`src/hw/rtl/imh_pkg.sv`:
```
// Package for the indexed min-heap: sizes, operation and status codes,
// heap entry type and controller states. No dependencies.
package imh_pkg;

  localparam int unsigned KEYS    = 32;
  localparam int unsigned KeyW    = 5;
  localparam int unsigned ValW    = 32;
  localparam int unsigned FuncW   = 2;
  localparam int unsigned StatusW = 2;
  localparam int unsigned AddrW   = $clog2(KEYS);      // slot - 1
  localparam int unsigned SlotW   = $clog2(KEYS + 1);  // slot 1..KEYS, also count

  typedef enum logic [FuncW-1:0] {
    FUNC_CLEAR   = 2'd0,
    FUNC_UPSERT  = 2'd1,
    FUNC_EXTRACT = 2'd2
  } func_e;

  typedef enum logic [StatusW-1:0] {
    ST_OK       = 2'd0,
    ST_EMPTY    = 2'd1,
    ST_REFUSED  = 2'd2,
    ST_INCREASE = 2'd3
  } status_e;

  typedef struct packed {
    logic [KeyW-1:0]        key;
    logic signed [ValW-1:0] value;
  } entry_t;

  typedef enum logic [3:0] {
    S_IDLE,
    S_INS,
    S_CMP,
    S_UP_RD,
    S_UP_CMP,
    S_EX,
    S_DN_RD,
    S_DN_CMP,
    S_DONE
  } state_e;

endpackage

```
`src/hw/rtl/imh_req_if.sv`:
```
// Request channel of the indexed min-heap: valid/ready plus one operation.
// Depends on imh_pkg.
interface imh_req_if;
  import imh_pkg::*;

  logic                   valid;
  logic                   ready;
  logic [FuncW-1:0]       func;
  logic [KeyW-1:0]        item_key;
  logic signed [ValW-1:0] item_value;

  modport source (output valid, func, item_key, item_value, input ready);
  modport sink   (input valid, func, item_key, item_value, output ready);
endinterface

```
`src/hw/rtl/imh_rsp_if.sv`:
```
// Response channel of the indexed min-heap: valid/ready plus one result.
// Depends on imh_pkg.
interface imh_rsp_if;
  import imh_pkg::*;

  logic                   valid;
  logic                   ready;
  logic [KeyW-1:0]        min_key;
  logic signed [ValW-1:0] min_value;
  logic [StatusW-1:0]     status;
  logic [SlotW-1:0]       count;

  modport source (output valid, min_key, min_value, status, count, input ready);
  modport sink   (input valid, min_key, min_value, status, count, output ready);
endinterface

```
`src/hw/rtl/indexed_min_heap_decrease_key.sv`:
```
// Indexed binary min-heap with decrease-key: controller, heap memory and
// key-to-slot memory. Depends on imh_pkg, imh_req_if and imh_rsp_if.
//
// One request transaction is taken at a time and answered by exactly one
// response transaction. Clear, an unused code and an extract from an empty
// heap go straight to the response; a refused insert passes through S_INS,
// an ignored increase or an unchanged value through S_INS and S_CMP.
// Otherwise each level of sift-up or sift-down is one read step and one
// compare/write step, and at most 5 levels are moved for 32 entries. After
// the response is loaded the controller returns to S_IDLE before it takes
// the next request. The next request is accepted while the previous response
// still waits in the output register. Heap entries live in a 32-entry memory
// with two read ports; key positions live in a second 32-entry memory plus
// one presence bit per key, which reset and clear zero at once, so no
// clearing pass is needed.
module indexed_min_heap_decrease_key (
  input  logic       clk_i,
  input  logic       rst_ni,
  imh_req_if.sink    req_i,
  imh_rsp_if.source  rsp_o
);
  import imh_pkg::*;

  // memories
  entry_t           heap_mem [KEYS];
  logic [AddrW-1:0] slot_mem [KEYS];

  state_e state_q, state_d;

  logic [KeyW-1:0]        key_q, key_d;
  logic signed [ValW-1:0] val_q, val_d;
  logic [SlotW-1:0]       slot_q, slot_d;
  logic [SlotW-1:0]       size_q, size_d;
  logic [KEYS-1:0]        kvalid_q, kvalid_d;

  logic [KeyW-1:0]        res_key_q, res_key_d;
  logic signed [ValW-1:0] res_val_q, res_val_d;
  status_e                res_status_q, res_status_d;

  logic                   rsp_valid_q, rsp_valid_d;
  logic [KeyW-1:0]        rsp_key_q, rsp_key_d;
  logic signed [ValW-1:0] rsp_val_q, rsp_val_d;
  logic [StatusW-1:0]     rsp_status_q, rsp_status_d;
  logic [SlotW-1:0]       rsp_count_q, rsp_count_d;

  // memory ports
  logic [AddrW-1:0] rd_a_addr, rd_b_addr;
  entry_t           rd_a_q, rd_b_q;
  logic             hm_we;
  logic [AddrW-1:0] hm_waddr;
  entry_t           hm_wdata;
  logic             sm_we;
  logic [KeyW-1:0]  sm_waddr;
  logic [AddrW-1:0] sm_wdata;
  logic [AddrW-1:0] sm_rd_q;
  logic             do_place;

  logic             req_acc;
  logic             rsp_load;
  logic [SlotW-1:0] found_slot;
  logic             present;
  logic [SlotW:0]   child_c, child_c1;
  logic             dn_has_c, pick_b, dn_move, up_move;
  entry_t           child;
  logic [SlotW-1:0] child_slot;

  assign req_i.ready = (state_q == S_IDLE);
  assign req_acc     = req_i.valid && req_i.ready;
  assign rsp_load    = (state_q == S_DONE) && (!rsp_valid_q || rsp_o.ready);

  assign found_slot = {1'b0, sm_rd_q} + SlotW'(1);
  assign present    = kvalid_q[key_q] && (found_slot <= size_q);

  // sift-down child selection; left child wins ties
  assign child_c    = {slot_q, 1'b0};
  assign child_c1   = child_c + (SlotW+1)'(1);
  assign dn_has_c   = child_c <= {1'b0, size_q};
  assign pick_b     = (child_c1 <= {1'b0, size_q}) && (rd_b_q.value < rd_a_q.value);
  assign child      = pick_b ? rd_b_q : rd_a_q;
  assign child_slot = pick_b ? child_c1[SlotW-1:0] : child_c[SlotW-1:0];
  assign dn_move    = child.value < val_q;
  assign up_move    = val_q < rd_a_q.value;

  // next state
  always_comb begin
    state_d = state_q;
    unique case (state_q)
      S_IDLE: begin
        if (req_acc) begin
          case (req_i.func)
            FUNC_UPSERT:  state_d = S_INS;
            FUNC_EXTRACT: state_d = (size_q == '0) ? S_DONE : S_EX;
            default:      state_d = S_DONE;
          endcase
        end
      end
      S_INS: begin
        if (present) begin
          state_d = S_CMP;
        end else if (size_q >= SlotW'(KEYS)) begin
          state_d = S_DONE;
        end else begin
          state_d = S_UP_RD;
        end
      end
      S_CMP:    state_d = (val_q < rd_a_q.value) ? S_UP_RD : S_DONE;
      S_UP_RD:  state_d = (slot_q > SlotW'(1)) ? S_UP_CMP : S_DONE;
      S_UP_CMP: state_d = up_move ? S_UP_RD : S_DONE;
      S_EX:     state_d = (size_q == SlotW'(1)) ? S_DONE : S_DN_RD;
      S_DN_RD:  state_d = dn_has_c ? S_DN_CMP : S_DONE;
      S_DN_CMP: state_d = dn_move ? S_DN_RD : S_DONE;
      S_DONE:   state_d = rsp_load ? S_IDLE : S_DONE;
      default:  state_d = S_IDLE;
    endcase
  end

  // datapath and memory control
  always_comb begin
    key_d        = key_q;
    val_d        = val_q;
    slot_d       = slot_q;
    size_d       = size_q;
    kvalid_d     = kvalid_q;
    res_key_d    = res_key_q;
    res_val_d    = res_val_q;
    res_status_d = res_status_q;
    rd_a_addr    = '0;
    rd_b_addr    = '0;
    hm_we        = 1'b0;
    hm_waddr     = '0;
    hm_wdata     = '0;
    sm_we        = 1'b0;
    sm_waddr     = '0;
    sm_wdata     = '0;
    do_place     = 1'b0;

    unique case (state_q)
      S_IDLE: begin
        if (req_acc) begin
          key_d        = req_i.item_key;
          val_d        = req_i.item_value;
          res_key_d    = '0;
          res_val_d    = '0;
          res_status_d = ST_OK;
          rd_a_addr    = '0;
          rd_b_addr    = AddrW'(size_q - SlotW'(1));
          case (req_i.func)
            FUNC_CLEAR: begin
              kvalid_d = '0;
              size_d   = '0;
            end
            FUNC_EXTRACT: begin
              if (size_q == '0) res_status_d = ST_EMPTY;
            end
            default: ;
          endcase
        end
      end
      S_INS: begin
        if (present) begin
          slot_d    = found_slot;
          rd_a_addr = sm_rd_q;
        end else if (size_q >= SlotW'(KEYS)) begin
          res_status_d = ST_REFUSED;
        end else begin
          size_d = size_q + SlotW'(1);
          slot_d = size_q + SlotW'(1);
        end
      end
      S_CMP: begin
        if (val_q > rd_a_q.value) res_status_d = ST_INCREASE;
      end
      S_UP_RD: begin
        if (slot_q > SlotW'(1)) begin
          rd_a_addr = AddrW'((slot_q >> 1) - SlotW'(1));
        end else begin
          do_place = 1'b1;
        end
      end
      S_UP_CMP: begin
        if (up_move) begin
          // parent moves down into the current slot
          hm_we    = 1'b1;
          hm_waddr = AddrW'(slot_q - SlotW'(1));
          hm_wdata = rd_a_q;
          sm_we    = 1'b1;
          sm_waddr = rd_a_q.key;
          sm_wdata = AddrW'(slot_q - SlotW'(1));
          slot_d   = slot_q >> 1;
        end else begin
          do_place = 1'b1;
        end
      end
      S_EX: begin
        // rd_a holds the root, rd_b the last entry
        res_key_d          = rd_a_q.key;
        res_val_d          = rd_a_q.value;
        kvalid_d[rd_a_q.key] = 1'b0;
        key_d              = rd_b_q.key;
        val_d              = rd_b_q.value;
        size_d             = size_q - SlotW'(1);
        slot_d             = SlotW'(1);
      end
      S_DN_RD: begin
        if (dn_has_c) begin
          rd_a_addr = AddrW'(child_c - (SlotW+1)'(1));
          rd_b_addr = AddrW'(child_c);
        end else begin
          do_place = 1'b1;
        end
      end
      S_DN_CMP: begin
        if (dn_move) begin
          hm_we    = 1'b1;
          hm_waddr = AddrW'(slot_q - SlotW'(1));
          hm_wdata = child;
          sm_we    = 1'b1;
          sm_waddr = child.key;
          sm_wdata = AddrW'(slot_q - SlotW'(1));
          slot_d   = child_slot;
        end else begin
          do_place = 1'b1;
        end
      end
      S_DONE: ;
      default: ;
    endcase

    // final placement of the moving entry
    if (do_place) begin
      hm_we           = 1'b1;
      hm_waddr        = AddrW'(slot_q - SlotW'(1));
      hm_wdata.key    = key_q;
      hm_wdata.value  = val_q;
      sm_we           = 1'b1;
      sm_waddr        = key_q;
      sm_wdata        = AddrW'(slot_q - SlotW'(1));
      kvalid_d[key_q] = 1'b1;
    end
  end

  // output register
  always_comb begin
    rsp_valid_d  = rsp_valid_q && !rsp_o.ready;
    rsp_key_d    = rsp_key_q;
    rsp_val_d    = rsp_val_q;
    rsp_status_d = rsp_status_q;
    rsp_count_d  = rsp_count_q;
    if (rsp_load) begin
      rsp_valid_d  = 1'b1;
      rsp_key_d    = res_key_q;
      rsp_val_d    = res_val_q;
      rsp_status_d = res_status_q;
      rsp_count_d  = size_q;
    end
  end

  assign rsp_o.valid     = rsp_valid_q;
  assign rsp_o.min_key   = rsp_key_q;
  assign rsp_o.min_value = rsp_val_q;
  assign rsp_o.status    = rsp_status_q;
  assign rsp_o.count     = rsp_count_q;

  always_ff @(posedge clk_i or negedge rst_ni) begin
    if (!rst_ni) begin
      state_q      <= S_IDLE;
      size_q       <= '0;
      kvalid_q     <= '0;
      rsp_valid_q  <= 1'b0;
      res_status_q <= ST_OK;
    end else begin
      state_q      <= state_d;
      size_q       <= size_d;
      kvalid_q     <= kvalid_d;
      rsp_valid_q  <= rsp_valid_d;
      res_status_q <= res_status_d;
    end
  end

  always_ff @(posedge clk_i) begin
    key_q        <= key_d;
    val_q        <= val_d;
    slot_q       <= slot_d;
    res_key_q    <= res_key_d;
    res_val_q    <= res_val_d;
    rsp_key_q    <= rsp_key_d;
    rsp_val_q    <= rsp_val_d;
    rsp_status_q <= rsp_status_d;
    rsp_count_q  <= rsp_count_d;
  end

  // heap memory: one write port, two registered read ports
  always_ff @(posedge clk_i) begin
    if (hm_we) heap_mem[hm_waddr] <= hm_wdata;
    rd_a_q <= heap_mem[rd_a_addr];
    rd_b_q <= heap_mem[rd_b_addr];
  end

  // key-to-slot memory, read once per accepted transaction
  always_ff @(posedge clk_i) begin
    if (sm_we) slot_mem[sm_waddr] <= sm_wdata;
    if (req_acc) sm_rd_q <= slot_mem[req_i.item_key];
  end

  // checks
  a_size_bound: assert property (@(posedge clk_i) disable iff (!rst_ni)
    size_q <= SlotW'(KEYS))
    else $error("heap size above capacity");

  a_keys_match_size: assert property (@(posedge clk_i) disable iff (!rst_ni)
    (state_q == S_IDLE) |-> ($countones(kvalid_q) == int'(size_q)))
    else $error("present keys do not match heap size");

  a_busy_after_accept: assert property (@(posedge clk_i) disable iff (!rst_ni)
    req_acc |=> (state_q != S_IDLE))
    else $error("controller idle right after accepting a transaction");

  a_empty_result: assert property (@(posedge clk_i) disable iff (!rst_ni)
    (rsp_valid_q && rsp_status_q == ST_EMPTY) |->
      (rsp_count_q == '0 && rsp_key_q == '0 && rsp_val_q == '0))
    else $error("empty extract reported a key or nonzero count");

  a_load_only_when_free: assert property (@(posedge clk_i) disable iff (!rst_ni)
    (rsp_valid_q && !rsp_o.ready) |=> $stable(rsp_count_q) && $stable(rsp_key_q))
    else $error("pending response overwritten");

endmodule
```
`src/flat_wrapper.sv`:
```
// flat-port wrapper written by rule: the top's interface ports become plain ports
module indexed_min_heap_decrease_key_flat import imh_pkg::*;
  (clk_i, rst_ni, req_i_valid, req_i_func, req_i_item_key, req_i_item_value, req_i_ready, rsp_o_valid, rsp_o_min_key, rsp_o_min_value, rsp_o_status, rsp_o_count, rsp_o_ready);
  imh_req_if req_i_i ();
  imh_rsp_if rsp_o_i ();
  input  logic clk_i;
  input  logic rst_ni;
  input wire logic [$bits(req_i_i.valid)-1:0] req_i_valid;
  input wire logic [$bits(req_i_i.func)-1:0] req_i_func;
  input wire logic [$bits(req_i_i.item_key)-1:0] req_i_item_key;
  input wire logic [$bits(req_i_i.item_value)-1:0] req_i_item_value;
  output wire logic [$bits(req_i_i.ready)-1:0] req_i_ready;
  output wire logic [$bits(rsp_o_i.valid)-1:0] rsp_o_valid;
  output wire logic [$bits(rsp_o_i.min_key)-1:0] rsp_o_min_key;
  output wire logic [$bits(rsp_o_i.min_value)-1:0] rsp_o_min_value;
  output wire logic [$bits(rsp_o_i.status)-1:0] rsp_o_status;
  output wire logic [$bits(rsp_o_i.count)-1:0] rsp_o_count;
  input wire logic [$bits(rsp_o_i.ready)-1:0] rsp_o_ready;
  assign req_i_i.valid = req_i_valid;
  assign req_i_i.func = req_i_func;
  assign req_i_i.item_key = req_i_item_key;
  assign req_i_i.item_value = req_i_item_value;
  assign req_i_ready = req_i_i.ready;
  assign rsp_o_valid = rsp_o_i.valid;
  assign rsp_o_min_key = rsp_o_i.min_key;
  assign rsp_o_min_value = rsp_o_i.min_value;
  assign rsp_o_status = rsp_o_i.status;
  assign rsp_o_count = rsp_o_i.count;
  assign rsp_o_i.ready = rsp_o_ready;
  indexed_min_heap_decrease_key u_core (.clk_i(clk_i), .rst_ni(rst_ni), .req_i(req_i_i), .rsp_o(rsp_o_i));
endmodule
```
`config.mk`:
```
export PLATFORM = sky130hd
export DESIGN_NAME = indexed_min_heap_decrease_key_flat
export DESIGN_NICKNAME = d
export VERILOG_FILES = /design/src/hw/rtl/imh_pkg.sv /design/src/hw/rtl/imh_req_if.sv /design/src/hw/rtl/imh_rsp_if.sv /design/src/hw/rtl/indexed_min_heap_decrease_key.sv /design/src/flat_wrapper.sv
export SDC_FILE = /design/constraint.sdc
export NUM_CORES = 2
export LEC_CHECK = 0
export BUFFER_PORTS_ARGS = -buffer_cell sky130_fd_sc_hd__buf_2
export CAP_MARGIN = 20
export CORE_MARGIN = 8
export CORE_UTILIZATION = 55
export DETAILED_ROUTE_END_ITERATION = 10
export PLACE_DENSITY = 0.71
export SYNTH_ARGS = -nofsm -noshare
export SYNTH_HDL_FRONTEND = slang
export SYNTH_SLANG_ARGS = --single-unit
```
`constraint.sdc`:
```
create_clock -name clk_i -period 8.1 [get_ports clk_i]
set_clock_uncertainty 0.1 [all_clocks]
set_input_delay 1.62 -clock clk_i [delete_from_list [all_inputs] [get_ports clk_i]]
set_output_delay 1.62 -clock clk_i [all_outputs]
set_load 0.01 [all_outputs]
```
==> out/qor.yml <==
pwr:
  p_total_w: 0.0252
  seqPwrFrac_pct: 40.4
  peakVddDrop_uv: 331
  combinationalPowerShare_pct: 31.1
  cellPowerDensity_nw_per_um2: 302
  switchingPower_w: 0.00847
  pwr-share-clk_pct: 28.5
  internal_power_w: 0.0168
  swShare_pct: 33.6
  p_leak_nw: 29.8
yosys:
  synth-seq-cells: 1593
  async_flop_share_pct: 2.82
  synth_cell_types: 69
  synth_nets: 6169
  syn_area_sq_um: 75600
  synth_edf_count: 1474
  synth_top_flop_cell: "edfxtp_1"
  synth_cells: 6009
  yosysSeqAreaShare_pct: 62.0
  synth_area_leaders: "edfxtp_1, mux4_2, nand2_1"
  yosysTopAreaCell: "edfxtp_1"
  yosys_warnings: 0
  synth_top_area_share_pct: 58.6
  synth.avg_cell_area_sq_um: 12.6
worst_setup_path:
  cp-endpoint: "u_core.slot_mem[23][2]"
  cp.arrival_ns: 8.09
  reg2reg_from: "u_core.rd_a_q[27]"
  r2r_cells: 27
  worstPathRequired_ns: 8.51
  rrSetupSlack_ns: 0.43
  crit_start: "u_core.rd_a_q[27]"
  crit_fanout: 33
  critical_path.reg2reg.endpoint: "u_core.slot_mem[23][2]"
  worst-setup-path-type: "reg2reg"
  cp-start-kind: "flip-flop"
  endpoint_kind: "flip-flop"
routing:
  routed-via-count: 55280
  routed_via_density: 6.97
  drtPass1Iterations: 9
  wl_mm: 246
  drt_iter0_markers: 9954
  routed_wire_length_per_instance_microns: 31.1
  ant_nets: 0
  drcViolationCount: 0
grt:
  grt_usage_pct: 31.8
  grt_max_degree: 165
  grt_pass1_wl_mm: 353
  antenna_found_initial: 17
  grt_pass1_vias: 52767
  grt_overflow: 0
finish:
  fillers: 10069
  seqCellArea_sq_um: 46900
  drive_gt1_share_pct: 16.2
  syn_to_final_growth_pct: 10.7
  final_nets: 6158
  multiInputGateArea_sq_um: 26900
cts:
  clk_latency_ns: 0.80
  cts_buffers: 157
  cts_tree: "built"
  numClockSinks: 1593
  cts.htree.levels: 4
  post_cts_buffers: 0
  cts_root_buffer: "clkbuf_16"
  clockBufferDepth: 3
  clk_pin_slew_ns: 0.06
floorplan:
  io_pins: 90
  row_count: 136
  die_h_microns: 387
  die_area_sq_um: 149000
  start_util_pct: 55.2
  core_region_area_sq_um: 137000
  die_w_microns: 387
timing:
  tightest_slew_ns: 1.22
  final_max_slew_viol_count: 0
  fmax_mhz: 130
  setup-tns-final_ns: 0
  setup_viol: 0
  post-route-period-util_pct: 94.7
  finalHoldViolCount: 0
  relSlewSlack_pct: 19.0
  post-route-min-period_ns: 7.67
  rsz0062_at_grt: "false"
placed_design:
  finalWeightedCongestion: 0.947
  port_buffers: 89
  dp_hpwl_mm: 137
run:
  drv_cap: 0
worst_hold_path:
  hp-class: "reg2reg"
status:
  outcome: "finished clean"
==> placed cells by master (no fill, tap or decap), types with 18 or more instances in the layout <==
cell / count
mux2_2: 39
dfxtp_1: 74
buf_2: 90
nand2_1: 1673
buf_4: 141
mux4_2: 354
nor3_2: 18
o21ba_2: 36
o21ai_0: 132
nor2_4: 23
ha_1: 117
a221o_1: 34
a221oi_1: 41
a311oi_1: 76
buf_12: 24
clkinv_2: 19
a21o_1: 19
clkbuf_16: 161
and3_1: 150
a21oi_1: 83
inv_1: 85
clkinv_1: 36
clkbuf_1: 38
dfrtp_1: 45
nor2_1: 138
nand3_1: 517
a32oi_1: 72
edfxtp_1: 1474
a31oi_1: 149
==> Yosys cell counts, drive strengths merged (39+ instances only) <==
| cell type | n |
|---|---|
| buf | 187 |
| clkbuf | 248 |
| nand2 | 1676 |
| ha | 117 |
| a31oi | 151 |
| a311oi | 77 |
| nor2 | 161 |
| dfxtp | 74 |
| edfxtp | 1474 |
| nand3 | 517 |
| inv | 88 |
| mux2 | 39 |
| a221oi | 42 |
| o21ai | 137 |
| a32oi | 72 |
| and3 | 150 |
| a21oi | 85 |
| mux4 | 354 |
| dfrtp | 45 |
==> registers in the layout (all words and copies together) (netlist names), 4 cells and up <==
| signal | flops |
|---|---|
| u_core.heap_mem | 1184 |
| u_core.slot_mem | 160 |
| u_core.rd_a_q | 37 |
| u_core.rd_b_q | 37 |
| u_core.kvalid_q | 32 |
| u_core.res_val_q | 32 |
| u_core.rsp_o.min_value | 32 |
| u_core.val_q | 32 |
| u_core.rsp_o.count | 6 |
| u_core.size_q | 6 |
| u_core.slot_q | 6 |
| u_core.key_q | 5 |
| u_core.res_key_q | 5 |
| u_core.rsp_o.min_key | 5 |
| u_core.sm_rd_q | 5 |
| u_core.state_q | 4 |
==> cell type report <==
cell class	instances	area share, %
multi-input combinational	3893	32.2
inverter	88	0.395
timing repair buffer	265	2.69
tap	1794	2.68
clock inverter	86	0.920
antenna	4	0.0120
sequential	1593	56.0
clock buffer	205	5.08
==> power by group through the flow <==
stage / registers, W / clock network, W / logic [W]
floorplan: 0.0102 / 0 / 0.00521
global placement: 0.0103 / 0 / 0.00752
detailed placement: 0.0103 / 0 / 0.00757
CTS: 0.0102 / 0.00721 / 0.00760
global route: 0.0102 / 0.00753 / 0.00832
finish: 0.0102 / 0.00719 / 0.00785
==> worst max-delay path, cell delays in order (launching register included) <==
cell and delay [ns]:
dfxtp_1 0.36, inv_1 0.10, ha_1 0.32, nand4_1 0.19, nor4_1 0.34, buf_4 0.20
nand2_1 0.05, o22ai_1 0.28, o21ai_0 0.22, and2_1 0.25, nand2_4 0.37, mux2_2 0.41
ha_1 0.30, nand4_1 0.10, nor2_1 0.28, nand2_1 0.20, or3_1 0.46, a2111oi_1 0.57
o21ai_1 0.20, a31oi_2 0.22, buf_4 0.23, a21oi_4 0.11, o221a_2 0.35, inv_2 0.09
buf_4 0.32, nand3_1 0.24, nor3b_1 0.31, buf_4 0.20
==> stage by stage <==
stage               utilization [%]  hold slack, ns  std cells  cell area (sq um)  setup WS [ns]
detailed placement             57.2           0.305       7622              78300          0.263
floorplan                         -           0.300       6009              75600           1.55
CTS                            60.9           0.319       7913              83400          0.157
finish                         61.1           0.320       7928              83700          0.426
global placement               57.2           0.305       7621              78300          0.408
global route                   61.1           0.333       7924              83700          0.172
==> how the worst min path moves through the flow <==
stage / slack [ns] / to / startpoint / cells after the start
2_1_floorplan: 0.30 / u_core.rsp_o.min_key[0] / u_core.res_key_q[0] / 0
3_3_place_gp: 0.30 / u_core.rsp_o.min_value[13] / u_core.res_val_q[13] / 0
3_5_place_dp: 0.31 / u_core.rsp_o.min_key[3] / u_core.res_key_q[3] / 0
4_1_cts: 0.32 / u_core.rsp_o.min_key[3] / u_core.res_key_q[3] / 0
5_1_grt: 0.33 / u_core.rsp_o.min_key[3] / u_core.res_key_q[3] / 0
6_report: 0.32 / u_core.rsp_o.min_key[3] / u_core.res_key_q[3] / 0
==> routing by layer <==
metal  track usage, %  part of all wire, %  wire length [microns]  vias to the layer above
met5                0                0.053                    131                        -
li1                 -                    -                      -                    22618
met1             43.0                   35                  86500                    26989
met4             17.3                  6.4                  15600                       12
met2             46.6                   43                 106000                     4712
met3             9.30                   15                  38100                      949
==> cells by family after synthesis <==
family,after synthesis,share of synthesized area [%]
XOR/XNOR,20,0.232
AND/OR/NAND/NOR,2635,14.9
buffers and inverters,523,2.90
multiplexers,400,11.2
AO/OA/AOI/OAI,721,6.80
flip-flops,1593,62.0
adder cells (fa/ha/maj),117,1.94
==> what timing repair did <==
item	4_1_cts	5_1_grt
hold buffers	0	0
endpoints found under the hold margin	0	0
resized for setup	0	2
endpoints found under the setup margin	0	181
Power figures use the tool's default switching activity.
